`src/mqtt_inbound_packet_parser_core_macros.svh`:
```
// Assertion macros for the inbound MQTT packet parser.
// Depends on nothing; the including module supplies i_clk and i_rst_n.
`ifndef MQTT_INBOUND_PACKET_PARSER_CORE_MACROS_SVH
`define MQTT_INBOUND_PACKET_PARSER_CORE_MACROS_SVH

`ifndef NO_ASSERTIONS

// Checked only while out of reset.
`define MQIP_ASSERT(lbl, prop, msg) \
    lbl: assert property (@(posedge i_clk) disable iff (!i_rst_n) prop) else $error(msg);

// Checked at every edge, reset included.
`define MQIP_ASSERT_ALWAYS(lbl, prop, msg) \
    lbl: assert property (@(posedge i_clk) prop) else $error(msg);

`else

`define MQIP_ASSERT(lbl, prop, msg)
`define MQIP_ASSERT_ALWAYS(lbl, prop, msg)

`endif

`endif

```
`src/mqip_pkg.sv`:
```
// Types and codes shared by the inbound MQTT packet parser modules.
// No dependencies.
`timescale 1ns / 1ps
`default_nettype none

package mqip_pkg;

    localparam int KA_W  = 18;
    localparam int LEN_W = 28;

    // Parser phases; the unused code behaves as the header phase.
    localparam logic [1:0] PH_HEADER = 2'd0;
    localparam logic [1:0] PH_LENGTH = 2'd1;
    localparam logic [1:0] PH_BODY   = 2'd2;

    localparam logic [KA_W-1:0] KEEPALIVE_RESET = 18'd30000;

    // Control packet types, upper nibble of the fixed header.
    localparam logic [3:0] TY_PUBLISH  = 4'h3;
    localparam logic [3:0] TY_PUBACK   = 4'h4;
    localparam logic [3:0] TY_PUBREC   = 4'h5;
    localparam logic [3:0] TY_PUBCOMP  = 4'h7;
    localparam logic [3:0] TY_SUBACK   = 4'h9;
    localparam logic [3:0] TY_UNSUBACK = 4'hB;
    localparam logic [3:0] TY_PINGREQ  = 4'hC;
    localparam logic [3:0] TY_PINGRESP = 4'hD;

    localparam logic [3:0] EV_PUBLISH   = 4'd0;
    localparam logic [3:0] EV_PUBACK    = 4'd1;
    localparam logic [3:0] EV_PUBREC    = 4'd2;
    localparam logic [3:0] EV_PUBCOMP   = 4'd3;
    localparam logic [3:0] EV_PINGREQ   = 4'd4;
    localparam logic [3:0] EV_PINGRESP  = 4'd5;
    localparam logic [3:0] EV_SUBACK    = 4'd6;
    localparam logic [3:0] EV_UNSUBACK  = 4'd7;
    localparam logic [3:0] EV_OTHER     = 4'd8;
    localparam logic [3:0] EV_DROPPED   = 4'd9;
    localparam logic [3:0] EV_KEEPALIVE = 4'd10;

    localparam logic [1:0] RP_NONE     = 2'd0;
    localparam logic [1:0] RP_PINGRESP = 2'd1;
    localparam logic [1:0] RP_PUBREL   = 2'd2;
    localparam logic [1:0] RP_PINGREQ  = 2'd3;

    typedef struct packed {
        logic [3:0]       event_res;
        logic [7:0]       header_byte;
        logic [15:0]      message_id;
        logic [15:0]      topic_length;
        logic [LEN_W-1:0] payload_length;
        logic [1:0]       reply;
    } t_result;

endpackage

`default_nettype wire

```
`src/mqtt_inbound_packet_parser_core.sv`:
```
// Top level of the inbound MQTT packet parser; uses mqip_parser, mqip_out_queue,
// mqip_pkg and the assertion macro header.
//
// Input channel (i_in_valid / o_in_ready) carries one transaction per received
// byte (i_mode = 0, i_rx_byte) or per millisecond tick (i_mode = 1). Each input
// transaction is processed in the cycle it is accepted, so the block takes one
// item per clock while o_in_ready is high. The item that ends a packet, or a
// tick past the keepalive, pushes one result into the queue for the output
// channel (o_out_valid / i_out_ready). Results sit in a two-entry queue: input
// stays ready while one result waits, and drops only when both entries are held
// by a stalled receiver. With the receiver always ready the sustained rate is
// one item per cycle. The keepalive register must be written through
// i_cfg_wr_en / i_cfg_wr_data only while the block is idle, which the block
// does not enforce. Reset is synchronous and active low; it empties the queue,
// returns the parser to the header phase and sets the keepalive to 30000 ms.
`timescale 1ns / 1ps
`default_nettype none
`include "mqtt_inbound_packet_parser_core_macros.svh"

module mqtt_inbound_packet_parser_core #(
    parameter int MAX_PACKET_BYTES = 1024
) (
    input  wire          i_clk,
    input  wire          i_rst_n,
    input  wire          i_cfg_wr_en,
    input  wire  [17:0]  i_cfg_wr_data,
    input  wire          i_in_valid,
    output logic         o_in_ready,
    input  wire          i_mode,
    input  wire  [7:0]   i_rx_byte,
    output logic         o_out_valid,
    input  wire          i_out_ready,
    output logic [3:0]   o_event_res,
    output logic [7:0]   o_header_byte,
    output logic [15:0]  o_message_id,
    output logic [15:0]  o_topic_length,
    output logic [27:0]  o_payload_length,
    output logic [1:0]   o_reply
);
    import mqip_pkg::*;

    logic    accept;
    logic    push;
    logic    full;
    t_result parsed;
    t_result head;

    assign o_in_ready = !full;
    assign accept     = i_in_valid && o_in_ready;

    mqip_parser #(
        .MAX_PACKET_BYTES(MAX_PACKET_BYTES)
    ) u_parser (
        .i_clk        (i_clk),
        .i_rst_n      (i_rst_n),
        .i_cfg_wr_en  (i_cfg_wr_en),
        .i_cfg_wr_data(i_cfg_wr_data),
        .i_accept     (accept),
        .i_mode       (i_mode),
        .i_rx_byte    (i_rx_byte),
        .o_push       (push),
        .o_result     (parsed)
    );

    mqip_out_queue u_queue (
        .i_clk  (i_clk),
        .i_rst_n(i_rst_n),
        .i_push (push),
        .i_data (parsed),
        .o_full (full),
        .o_valid(o_out_valid),
        .i_ready(i_out_ready),
        .o_data (head)
    );

    assign o_event_res      = head.event_res;
    assign o_header_byte    = head.header_byte;
    assign o_message_id     = head.message_id;
    assign o_topic_length   = head.topic_length;
    assign o_payload_length = head.payload_length;
    assign o_reply          = head.reply;

    `MQIP_ASSERT_ALWAYS(a_reset_empties, !i_rst_n |=> !o_out_valid && o_in_ready, "reset must empty the result queue")
    `MQIP_ASSERT(a_keepalive_reply, (o_out_valid && o_event_res == EV_KEEPALIVE) |-> (o_reply == RP_PINGREQ && o_header_byte == 8'd0), "keepalive result must request a ping")
    `MQIP_ASSERT(a_dropped_clean, (o_out_valid && o_event_res == EV_DROPPED) |-> (o_reply == RP_NONE && o_message_id == 16'd0 && o_payload_length == 28'd0), "dropped packet must carry no reply or id")
    `MQIP_ASSERT(a_stall_keeps_ready, (o_out_valid && !i_out_ready && $past(!o_out_valid)) |-> o_in_ready, "one waiting result must not block input")

endmodule

`default_nettype wire

```
`src/mqip_parser.sv`:
```
// Packet state machine and keepalive timer; one byte or tick per accepted cycle.
// Depends on mqip_pkg.
`timescale 1ns / 1ps
`default_nettype none

module mqip_parser #(
    parameter int MAX_PACKET_BYTES = 1024
) (
    input  wire                      i_clk,
    input  wire                      i_rst_n,
    input  wire                      i_cfg_wr_en,
    input  wire  [17:0]              i_cfg_wr_data,
    input  wire                      i_accept,
    input  wire                      i_mode,
    input  wire  [7:0]               i_rx_byte,
    output logic                     o_push,
    output mqip_pkg::t_result        o_result
);
    import mqip_pkg::*;

    localparam int SC_W = $clog2(MAX_PACKET_BYTES + 1);
    localparam logic [SC_W-1:0] SC_MAX = SC_W'(MAX_PACKET_BYTES);

    logic [KA_W-1:0]  r_keepalive;
    logic [1:0]       r_phase,       n_phase;
    logic [7:0]       r_held_header, n_held_header;
    logic [LEN_W-1:0] r_total,       n_total;
    logic [2:0]       r_digits,      n_digits;
    logic [LEN_W-1:0] r_body_left,   n_body_left;
    logic [SC_W-1:0]  r_stored,      n_stored;
    logic [15:0]      r_fbw,         n_fbw;
    logic             r_overrun,     n_overrun;
    logic [KA_W-1:0]  r_idle,        n_idle;

    logic [KA_W:0]    idle_inc;
    logic [1:0]       digit_idx;
    logic [LEN_W-1:0] digit_val;
    logic [LEN_W-1:0] body_pos;
    logic [LEN_W:0]   tl_plus2;
    logic             finish;
    t_result          res;

    always_comb begin
        n_phase       = r_phase;
        n_held_header = r_held_header;
        n_total       = r_total;
        n_digits      = r_digits;
        n_body_left   = r_body_left;
        n_stored      = r_stored;
        n_fbw         = r_fbw;
        n_overrun     = r_overrun;
        n_idle        = r_idle;
        finish        = 1'b0;
        o_push        = 1'b0;
        res           = '0;

        idle_inc  = {1'b0, r_idle} + 19'd1;
        digit_idx = r_digits[1:0];
        digit_val = {21'd0, i_rx_byte[6:0]} << (7 * digit_idx);
        body_pos  = r_total - r_body_left;
        tl_plus2  = '0;

        if (i_mode) begin
            if (idle_inc > {1'b0, r_keepalive}) begin
                n_idle          = '0;
                o_push          = 1'b1;
                res.event_res   = EV_KEEPALIVE;
                res.reply       = RP_PINGREQ;
            end else begin
                n_idle = idle_inc[KA_W-1:0];
            end
        end else begin
            case (r_phase)
                PH_LENGTH: begin
                    n_total  = r_total + digit_val;
                    n_digits = {1'b0, digit_idx} + 3'd1;
                    if (r_stored < SC_MAX) begin
                        n_stored = r_stored + 1'b1;
                    end else begin
                        n_overrun = 1'b1;
                    end
                    // The fourth digit closes the field regardless of its top bit.
                    if (!(i_rx_byte[7] && digit_idx != 2'd3)) begin
                        if (n_total == '0) begin
                            finish = 1'b1;
                        end else begin
                            n_body_left = n_total;
                            n_phase     = PH_BODY;
                        end
                    end
                end
                PH_BODY: begin
                    if (body_pos == '0) begin
                        n_fbw = {i_rx_byte, 8'h00};
                    end else if (body_pos == 28'd1) begin
                        n_fbw = {r_fbw[15:8], i_rx_byte};
                    end
                    if (r_stored < SC_MAX) begin
                        n_stored = r_stored + 1'b1;
                    end else begin
                        n_overrun = 1'b1;
                    end
                    n_body_left = r_body_left - 1'b1;
                    if (n_body_left == '0) begin
                        finish = 1'b1;
                    end
                end
                default: begin
                    n_held_header = i_rx_byte;
                    n_total       = '0;
                    n_digits      = '0;
                    n_body_left   = '0;
                    n_stored      = SC_W'(1);
                    n_fbw         = '0;
                    n_overrun     = 1'b0;
                    n_phase       = PH_LENGTH;
                end
            endcase

            if (finish) begin
                n_phase         = PH_HEADER;
                o_push          = 1'b1;
                res.header_byte = r_held_header;
                if (n_overrun) begin
                    res.event_res = EV_DROPPED;
                end else begin
                    n_idle         = '0;
                    res.message_id = n_fbw;
                    case (r_held_header[7:4])
                        TY_PUBLISH: begin
                            res.event_res    = EV_PUBLISH;
                            res.topic_length = n_fbw;
                            tl_plus2         = {13'd0, n_fbw} + 29'd2;
                            if ({1'b0, n_total} >= tl_plus2) begin
                                res.payload_length = n_total - tl_plus2[LEN_W-1:0];
                            end
                        end
                        TY_PUBACK:   res.event_res = EV_PUBACK;
                        TY_PUBREC: begin
                            res.event_res = EV_PUBREC;
                            res.reply     = RP_PUBREL;
                        end
                        TY_PUBCOMP:  res.event_res = EV_PUBCOMP;
                        TY_PINGREQ: begin
                            res.event_res = EV_PINGREQ;
                            res.reply     = RP_PINGRESP;
                        end
                        TY_PINGRESP: res.event_res = EV_PINGRESP;
                        TY_SUBACK:   res.event_res = EV_SUBACK;
                        TY_UNSUBACK: res.event_res = EV_UNSUBACK;
                        default:     res.event_res = EV_OTHER;
                    endcase
                end
            end
        end

        if (!i_accept) begin
            o_push = 1'b0;
        end
        o_result = res;
    end

    always_ff @(posedge i_clk) begin
        if (!i_rst_n) begin
            r_keepalive   <= KEEPALIVE_RESET;
            r_phase       <= PH_HEADER;
            r_held_header <= '0;
            r_total       <= '0;
            r_digits      <= '0;
            r_body_left   <= '0;
            r_stored      <= '0;
            r_fbw         <= '0;
            r_overrun     <= 1'b0;
            r_idle        <= '0;
        end else begin
            if (i_cfg_wr_en) begin
                r_keepalive <= i_cfg_wr_data;
            end
            if (i_accept) begin
                r_phase       <= n_phase;
                r_held_header <= n_held_header;
                r_total       <= n_total;
                r_digits      <= n_digits;
                r_body_left   <= n_body_left;
                r_stored      <= n_stored;
                r_fbw         <= n_fbw;
                r_overrun     <= n_overrun;
                r_idle        <= n_idle;
            end
        end
    end

endmodule

`default_nettype wire

```
`src/mqip_out_queue.sv`:
```
// Two-entry result queue that decouples the parser from the receiver.
// Depends on mqip_pkg.
`timescale 1ns / 1ps
`default_nettype none

module mqip_out_queue (
    input  wire                i_clk,
    input  wire                i_rst_n,
    input  wire                i_push,
    input  mqip_pkg::t_result  i_data,
    output logic               o_full,
    output logic               o_valid,
    input  wire                i_ready,
    output mqip_pkg::t_result  o_data
);
    import mqip_pkg::*;

    logic [1:0] r_cnt, n_cnt;
    t_result    r_e0, n_e0;
    t_result    r_e1, n_e1;
    logic       pop;

    assign pop     = o_valid && i_ready;
    assign o_valid = (r_cnt != 2'd0);
    assign o_full  = (r_cnt == 2'd2);
    assign o_data  = r_e0;

    always_comb begin
        n_e0  = r_e0;
        n_e1  = r_e1;
        n_cnt = r_cnt + {1'b0, i_push} - {1'b0, pop};
        if (pop) begin
            n_e0 = (r_cnt == 2'd2) ? r_e1 : i_data;
            if (r_cnt == 2'd2 && i_push) begin
                n_e1 = i_data;
            end
        end else if (i_push) begin
            if (r_cnt == 2'd0) begin
                n_e0 = i_data;
            end else begin
                n_e1 = i_data;
            end
        end
    end

    always_ff @(posedge i_clk) begin
        if (!i_rst_n) begin
            r_cnt <= 2'd0;
        end else begin
            r_cnt <= n_cnt;
        end
    end

    always_ff @(posedge i_clk) begin
        r_e0 <= n_e0;
        r_e1 <= n_e1;
    end

endmodule

`default_nettype wire

```
`config.mk`:
```
export PLATFORM = sky130hd
export DESIGN_NAME = mqtt_inbound_packet_parser_core
export DESIGN_NICKNAME = d
export VERILOG_FILES = /design/src/mqip_pkg.sv /design/src/mqtt_inbound_packet_parser_core.sv /design/src/mqip_parser.sv /design/src/mqip_out_queue.sv
export VERILOG_INCLUDE_DIRS = /design/src /design/src/src
export SDC_FILE = /design/constraint.sdc
export NUM_CORES = 1
export LEC_CHECK = 0
export BUFFER_PORTS_ARGS = -buffer_cell sky130_fd_sc_hd__buf_4
export CAP_MARGIN = 10
export CORE_MARGIN = 2
export CORE_UTILIZATION = 55
export CTS_BUF_LIST = sky130_fd_sc_hd__clkbuf_4 sky130_fd_sc_hd__clkbuf_8
export DETAILED_ROUTE_END_ITERATION = 8
export PLACE_DENSITY = 0.73
export SYNTH_ARGS = -nofsm -noshare
export SYNTH_HDL_FRONTEND = slang
export SYNTH_HIERARCHICAL = 1
export SYNTH_SLANG_ARGS = --single-unit
```
`constraint.sdc`:
```
create_clock -name i_clk -period 14.97 [get_ports i_clk]
set_input_delay 2.994 -clock i_clk [delete_from_list [all_inputs] [get_ports i_clk]]
set_output_delay 2.994 -clock i_clk [all_outputs]
set_load 0.02 [all_outputs]
```
==> results of run 1 <==
==> worst reg2reg max path: cells and delay by family (launching register included) <==
kind                     cells  cell delay, ns
AO/OA/AOI/OAI               15            4.08
AND/OR/NAND/NOR              7            2.86
adder cells (fa/ha/maj)      3            0.99
flip-flops                   1            0.46
multiplexers                 1            0.32
buffers and inverters        2            0.14
==> synthesized netlist by cell type (all sizes together) (14+ instances only) <==
| cell type | instances | area, um2 |
|---|---|---|
| a211oi | 28 | 210.2 |
| o21a | 28 | 210.2 |
| or3 | 29 | 181.4 |
| edfxtp | 148 | 4444 |
| o31ai | 17 | 132.6 |
| o211ai | 25 | 187.7 |
| nor2b | 19 | 126.4 |
| inv | 94 | 352.8 |
| a21oi | 172 | 864.6 |
| a22oi | 28 | 210.2 |
| dfxtp | 134 | 2683 |
| xor2 | 33 | 289.0 |
| and3 | 43 | 269.0 |
| buf | 26 | 172.7 |
| a21o | 33 | 247.7 |
| nand3 | 66 | 330.3 |
| nand2 | 241 | 907.1 |
| nor4 | 31 | 193.9 |
| ha | 98 | 1226 |
| mux2i | 20 | 200.2 |
| clkbuf | 96 | 360.4 |
| o21ai | 96 | 480.5 |
| nor2 | 151 | 566.8 |
| a211o | 14 | 122.6 |
| nor3 | 54 | 270.3 |
| xnor2 | 63 | 551.8 |
| mux2 | 76 | 1040 |
| a31oi | 16 | 112.6 |
| nand4 | 44 | 275.3 |
| and2 | 37 | 231.5 |
==> metal layers <==
metal  vias to the layer above  global-route usage, %  share of wire [%]
li1                       8036                      -                  -
met4                         0                  10.32                3.0
met3                       108                  4.114                8.4
met2                       759                  46.87                 44
met1                      8110                  42.17                 44
met5                         -                      0                  0
==> power by group through the flow <==
| stage | Combinational (mW) | Clock (mW) | Sequential [mW] |
|---|---|---|---|
| final | 0.205 | 0.765 | 0.822 |
| after global routing | 0.221 | 0.816 | 0.823 |
| after CTS | 0.200 | 0.784 | 0.822 |
| after detailed placement | 0.199 | 0 | 0.838 |
| after global placement | 0.197 | 0 | 0.838 |
| after floorplan | 0.142 | 0 | 0.833 |
==> registers in the layout, indices dropped and copies added (netlist names), 8 cells and up <==
signal	cells
u_parser/r_fbw	16
u_parser/r_held_header	8
u_parser/r_stored	11
u_queue/o_data	74
u_parser/r_idle	18
u_parser/r_body_left	28
u_parser/r_total	28
u_parser/r_keepalive	18
u_queue/r_e1	74
==> logic make-up (layout without fill, tap and decap cells) <==
kind of cell | Yosys count | in the layout | synth area share [%]
AO/OA/AOI/OAI | 567 | 567 | 19.71
XOR/XNOR | 96 | 96 | 4.425
adder cells (fa/ha/maj) | 101 | 101 | 6.769
buffers and inverters | 216 | 304 | 4.662
flip-flops | 282 | 282 | 37.50
multiplexers | 96 | 96 | 6.525
AND/OR/NAND/NOR | 780 | 780 | 20.40
==> area by class of cell <==
class / instances / area (um2)
fill: 2913 / 13230
multi-input combinational: 1640 / 11030
sequential: 282 / 7127
timing repair buffer: 123 / 923.4
clock buffer: 62 / 803.3
tap: 455 / 569.3
inverter: 94 / 352.8
clock inverter: 25 / 259.0
==> final timing paths <==
check                                    to  slack, ns  cells past startpoint
setup / recovery          u_queue/o_data[3]       5.87                     28
hold / removal    u_parser/r_held_header[2]       0.45                      2
setup reg to reg          u_queue/o_data[3]       5.87                     28
hold reg to reg   u_parser/r_held_header[2]       0.45                      2
==> stage by stage <==
stage,hold slack (ns),cells,util (%),power (mW)
2_1_floorplan,0.4319,2138,-,0.9757
3_3_place_gp,0.4444,2594,58.33,1.035
3_5_place_dp,0.4453,2594,58.33,1.037
4_1_cts,0.4543,2681,61.43,1.806
5_1_grt,0.4684,2681,61.43,1.860
6_report,0.4535,2681,61.43,1.793
==> cell usage in the layout (no fill, tap or decap), types with 63 or more instances in the layout <==
master                     netlist  layout
sky130_fd_sc_hd__o21ai_0        93      91
sky130_fd_sc_hd__xnor2_1        63      63
sky130_fd_sc_hd__ha_1           98      97
sky130_fd_sc_hd__inv_1          94      93
sky130_fd_sc_hd__nand3_1        66      66
sky130_fd_sc_hd__edfxtp_1      148     148
sky130_fd_sc_hd__a21oi_1       171     171
sky130_fd_sc_hd__dfxtp_1       134     134
sky130_fd_sc_hd__nand2_1       240     239
sky130_fd_sc_hd__buf_4           2     123
sky130_fd_sc_hd__nor2_1        151     151
==> reports/summary.txt, run 1 <==
Status -> finished, final reports clean
Critical path endpoint category -> flop
Final critical path time including I/O delays and setup -> 9.096 ns
Row count -> 68
Diodes inserted -> 0
Number of buffers inserted for hold repair after clock tree synthesis -> 0
Switching power -> 0.4741 mW
Global-route wire length before repair -> 85750 um
Yosys warns -> 6
Switching share of total power -> 26.43%
Number of antenna violations at the first check in global routing -> 0
Number of endpoints failing setup at the final stage -> 0
Final period util -> 60.76%
Largest stage delay, worst path -> 0.91 ns
DRT Wirelength -> 54660 um
Detailed-route vias per instance -> 6.346
Hold Path Class -> reg2reg
Area overhead of the layout relative to synthesis -> 10.84%
Initial DRC Count -> 1588
Per-instance average area after synthesis -> 8.888 um2
Nets@finish -> 2322
Maximum clock frequency -> 109.9 MHz
Via count of the first global-routing pass -> 15620
Final number of hold-violating endpoints -> 0
Worst ir drop on vdd -> 0.00006509 V
Setup Fix Bufs, Post-CTS -> 0
Height of the chip -> 189.9 um
Worst endpoint data arrival time -> 9.41 ns
Leakage power of the design -> 8.342 nW
Logic pwr share -> 11.5%
Buffer levels on the longest clock path -> 3
Clock slew at the register clock pins of the worst setup and hold paths -> 0.06 ns
Cell-internal power -> 1.319 mW
Gate count after technology mapping -> 2138
Worst Max-Slew Pin Slew -> 1.109 ns
Final Slew Violations -> 0
Worst flop-to-flop path startpoint -> u_parser/r_body_left[4]
Router iterations before antenna repair -> 6
Fraction of final layout cells sized beyond drive strength 1 -> 14.24%
Post_cts resized -> 0
Clk pwr share -> 42.7%
Standard cell with the maximum stage delay on the critical path -> sky130_fd_sc_hd__and4b_1
Setup skew after layout -> 0.03033 ns
Worst max-slew margin expressed relative to the limit -> 25.26%
Placer congestion estimate -> 0.9804
Setup slack at placement -> 5.572 ns
Post-Synthesis Cell Area -> 19000 um2
Master cell of the clock root buffer -> sky130_fd_sc_hd__clkbuf_8
CTS sink cnt -> 282
Placement-stage cell area -> 20000 um2
Vias post-DR -> 17010
Maximum fanout along the worst path -> 28
Share of the yosys chip area belonging to registers -> 37.50%
Avg WL per Cell -> 20.39 um
Worst setup SP type -> flop
Top-level port count -> 108
Mapped Nets -> 2271
Category of the most critical setup path -> reg2reg
Deepest level of the CTS H-tree -> 2
Flip-flop and latch count after synthesis -> 282
CP Launch Point -> u_parser/r_body_left[4]
Area of the core -> 34290 um2
Sequential power share -> 45.9%
Share of flip-flops with an asynchronous set or reset -> 0%
Die W -> 189.9 um
Main flop type after synthesis -> sky130_fd_sc_hd__edfxtp_1
Global-route total usage across every layer -> 29.80%
Number of buffers and inverters on the critical path -> 2
Clock network latency to the later pin of the worst-skew pair -> 0.59 ns
Unique cell type count in the Yosys netlist -> 90
Endpoint required time on the critical path -> 15.29 ns
Die Area -> 36050 um2
RSZ-0062 raised after global routing -> false
HPWL after DPL -> 39450 um
Count of maximum capacitance violations -> 0
Effective utilization at floorplan -> 55.42%
Remaining antenna violation count after routing -> 0
TritonCTS clock tree -> yes
Cell family with most CP delay -> compound AO/OA/AOI/OAI gates
Worst Setup Slack, final -> 5.874 ns
Total grt overflow -> 0
Min-Delay Startpoint -> u_parser/r_held_header[2]
Count of input and output buffers -> 107
DRC Markers -> 0
Final setup TNS -> 0 ns
Total clock buffers created by CTS -> 48
Post-layout instance area -> 21060 um2
Total power per unit cell area -> 85.14 nW/um2
Number of synthesized flops with an enable pin -> 148
Maximum number of pins on one net before global-route repair -> 82
No activity file was read; power rests on OpenSTA's default activity.
==> inputs of run 2 (changes only) <==
Settings changed: PLACE_DENSITY 0.73 to 0.76.
Clock period 14.97 ns to 8.3 ns, I/O delays scaled along.
==> reports/summary.txt, run 2 (synthesis gave the netlist of run 1 again) <==
Router iterations before antenna repair -> 6 (unchanged)
Hold Path Class -> reg2reg (unchanged)
Placer congestion estimate -> 0.9706 (was 0.9804)
Worst Max-Slew Pin Slew -> 1.087 ns (was 1.109 ns)
Master cell of the clock root buffer -> sky130_fd_sc_hd__clkbuf_8 (unchanged)
Category of the most critical setup path -> reg2reg (unchanged)
Via count of the first global-routing pass -> 16060 (was 15620)
Worst Setup Slack, final -> 0.3496 ns (was 5.874 ns)
Met2 GRT Util -> 48.98% (was 46.87%)
Most common cell after layout, fill and taps aside -> sky130_fd_sc_hd__nand2_1 (unchanged)
Nets@finish -> 2344 (was 2322)
Placement-stage cell area -> 20200 um2 (was 20000 um2)
Global-route wire length before repair -> 86700 um (was 85750 um)
Clock network latency to the later pin of the worst-skew pair -> 0.63 ns (was 0.59 ns)
Area overhead of the layout relative to synthesis -> 12.40% (was 10.84%)
Endpoint required time on the critical path -> 8.66 ns (was 15.29 ns)
Setup skew after layout -> 0.02737 ns (was 0.03033 ns)
Busiest metal layer after global routing -> met2 (unchanged)
TritonCTS clock tree -> yes (unchanged)
Worst ir drop on vdd -> 0.0001279 V (was 0.00006509 V)
Total power per unit cell area -> 156.1 nW/um2 (was 85.14 nW/um2)
Status -> finished, final reports clean (unchanged)
DRT Wirelength -> 55310 um (was 54660 um)
Worst setup SP type -> flop (unchanged)
Top-level port count -> 108 (unchanged)
CTS sink cnt -> 282 (unchanged)
Utilization after layout -> 62.30% (was 61.43%)
Diodes inserted -> 0 (unchanged)
Fraction of final layout cells sized beyond drive strength 1 -> 15.25% (was 14.24%)
Final setup TNS -> 0 ns (unchanged)
Worst path most repeated cell -> sky130_fd_sc_hd__a21oi_1
Total grt overflow -> 0 (unchanged)
Worst flop-to-flop path startpoint -> u_parser/r_total[1] (was u_parser/r_body_left[4])
Dpl cells -> 2614 (was 2594)
Remaining antenna violation count after routing -> 0 (unchanged)
Worst endpoint data arrival time -> 8.31 ns (was 9.41 ns)
Overall power -> 3.335 mW (was 1.793 mW)
Highest-count cells in the layout ignoring fill and taps -> 239 x sky130_fd_sc_hd__nand2_1, 171 x sky130_fd_sc_hd__a21oi_1, 150 x sky130_fd_sc_hd__nor2_1 (was 239 x sky130_fd_sc_hd__nand2_1, 171 x sky130_fd_sc_hd__a21oi_1, 151 x sky130_fd_sc_hd__nor2_1)
Buffer levels on the longest clock path -> 3 (unchanged)
Row count -> 68 (unchanged)
Post-layout instance area -> 21360 um2 (was 21060 um2)
HPWL after DPL -> 39840 um (was 39450 um)
Final critical path time including I/O delays and setup -> 7.950 ns (was 9.096 ns)
Maximum number of pins on one net before global-route repair -> 93 (was 82)
Avg WL per Cell -> 20.46 um (was 20.39 um)
Effective utilization at floorplan -> 55.42% (unchanged)
Worst R2R End -> u_queue/o_data[2] (was u_queue/o_data[3])
Met1 track demand over resource in global routing -> 40.62% (was 42.17%)
Global-route total usage across every layer -> 30.25% (was 29.80%)
Deepest level of the CTS H-tree -> 2 (unchanged)
Total clock buffers created by CTS -> 49 (was 48)
Final Slew Violations -> 0 (unchanged)
Height of the chip -> 189.9 um (unchanged)
Clock slew at the register clock pins of the worst setup and hold paths -> 0.07 ns (was 0.06 ns)
Final period util -> 95.79% (was 60.76%)
Number of buffers inserted for hold repair after clock tree synthesis -> 0 (unchanged)
Number of endpoints failing setup at the final stage -> 0 (unchanged)
DRC Markers -> 0 (unchanged)
Count of input and output buffers -> 107 (unchanged)
Detailed-route vias per instance -> 6.339 (was 6.346)
Area of the core -> 34290 um2 (unchanged)
R2R setup slack -> 0.35 ns (was 5.87 ns)
Met3 GRT Util -> 6.032% (was 4.114%)
Critical Path End -> u_queue/o_data[2] (was u_queue/o_data[3])
CP Launch Point -> u_parser/r_total[1] (was u_parser/r_body_left[4])
Number of standard cells in the final layout excluding fillers -> 2704 (was 2681)
Post-Route Hold Slack -> 0.4520 ns (was 0.4535 ns)
Worst max-slew margin expressed relative to the limit -> 27.55% (was 25.26%)
Final number of hold-violating endpoints -> 0 (unchanged)
Number of antenna violations at the first check in global routing -> 0 (unchanged)
Count of maximum capacitance violations -> 0 (unchanged)
Number of cell instances on the worst register-to-register path -> 29 (was 28)
Largest stage delay, worst path -> 0.63 ns (was 0.91 ns)
Standard cell with the maximum stage delay on the critical path -> sky130_fd_sc_hd__and4_1 (was sky130_fd_sc_hd__and4b_1)
Leakage power of the design -> 8.481 nW (was 8.342 nW)
Vias post-DR -> 17140 (was 17010)
Setup slack at placement -> 0.1396 ns (was 5.572 ns)
Initial DRC Count -> 1584 (was 1588)
Die Area -> 36050 um2 (unchanged)
Critical path endpoint category -> flop (unchanged)
Die W -> 189.9 um (unchanged)
Maximum clock frequency -> 125.8 MHz (was 109.9 MHz)
Maximum fanout along the worst path -> 28 (unchanged)
==> run 2: critical path: cells and delay by family, from the launching register on <==
family	cells	cell delay, ns
AO/OA/AOI/OAI	14	3.29
adder cells (fa/ha/maj)	3	1.06
buffers and inverters	3	0.34
flip-flops	1	0.50
multiplexers	1	0.30
AND/OR/NAND/NOR	8	2.16
==> run 2: power breakdown <==
group | total [mW] | internal, mW | leakage [nW] | switching (mW)
clock | 1.47 | 0.868 | 0.587 | 0.598
sequential | 1.48 | 1.47 | 2.28 | 0.0165
combinational | 0.385 | 0.129 | 5.61 | 0.256
==> run 2: worst min path at each step <==
stage	start	endpoint	slack (ns)	cells past startpoint
CTS	u_parser/r_fbw[13]	u_parser/r_fbw[13]	0.45	2
floorplan	u_parser/r_body_left[20]	u_parser/r_body_left[20]	0.43	2
detailed placement	u_parser/r_fbw[13]	u_parser/r_fbw[13]	0.44	2
global route	u_parser/r_fbw[13]	u_parser/r_fbw[13]	0.48	2
finish	u_parser/r_fbw[13]	u_parser/r_fbw[13]	0.45	2
global placement	u_parser/r_body_left[20]	u_parser/r_body_left[20]	0.44	2
==> run 2: cell type report <==
class | instances | area [um2]
inverters | 94 | 352.8
multi-input cells | 1640 | 11050
fillers | 2896 | 12930
well taps | 455 | 569.3
clock inverters | 21 | 259.0
flip-flops and latches | 282 | 7127
clock buffers | 68 | 873.3
repair buffers | 144 | 1131
==> run 2: timing repair <==
action                     in CTS  in global routing
setup buffers                   0                  1
setup endpoints to repair       0                 56
resized for setup               0                  7
==> run 2: metal layers <==
metal | vias to the layer above | routed length, um
met5 | - | 0
met4 | 0 | 1586
met3 | 124 | 4689
met2 | 737 | 25480
met1 | 8204 | 23560
li1 | 8077 | -
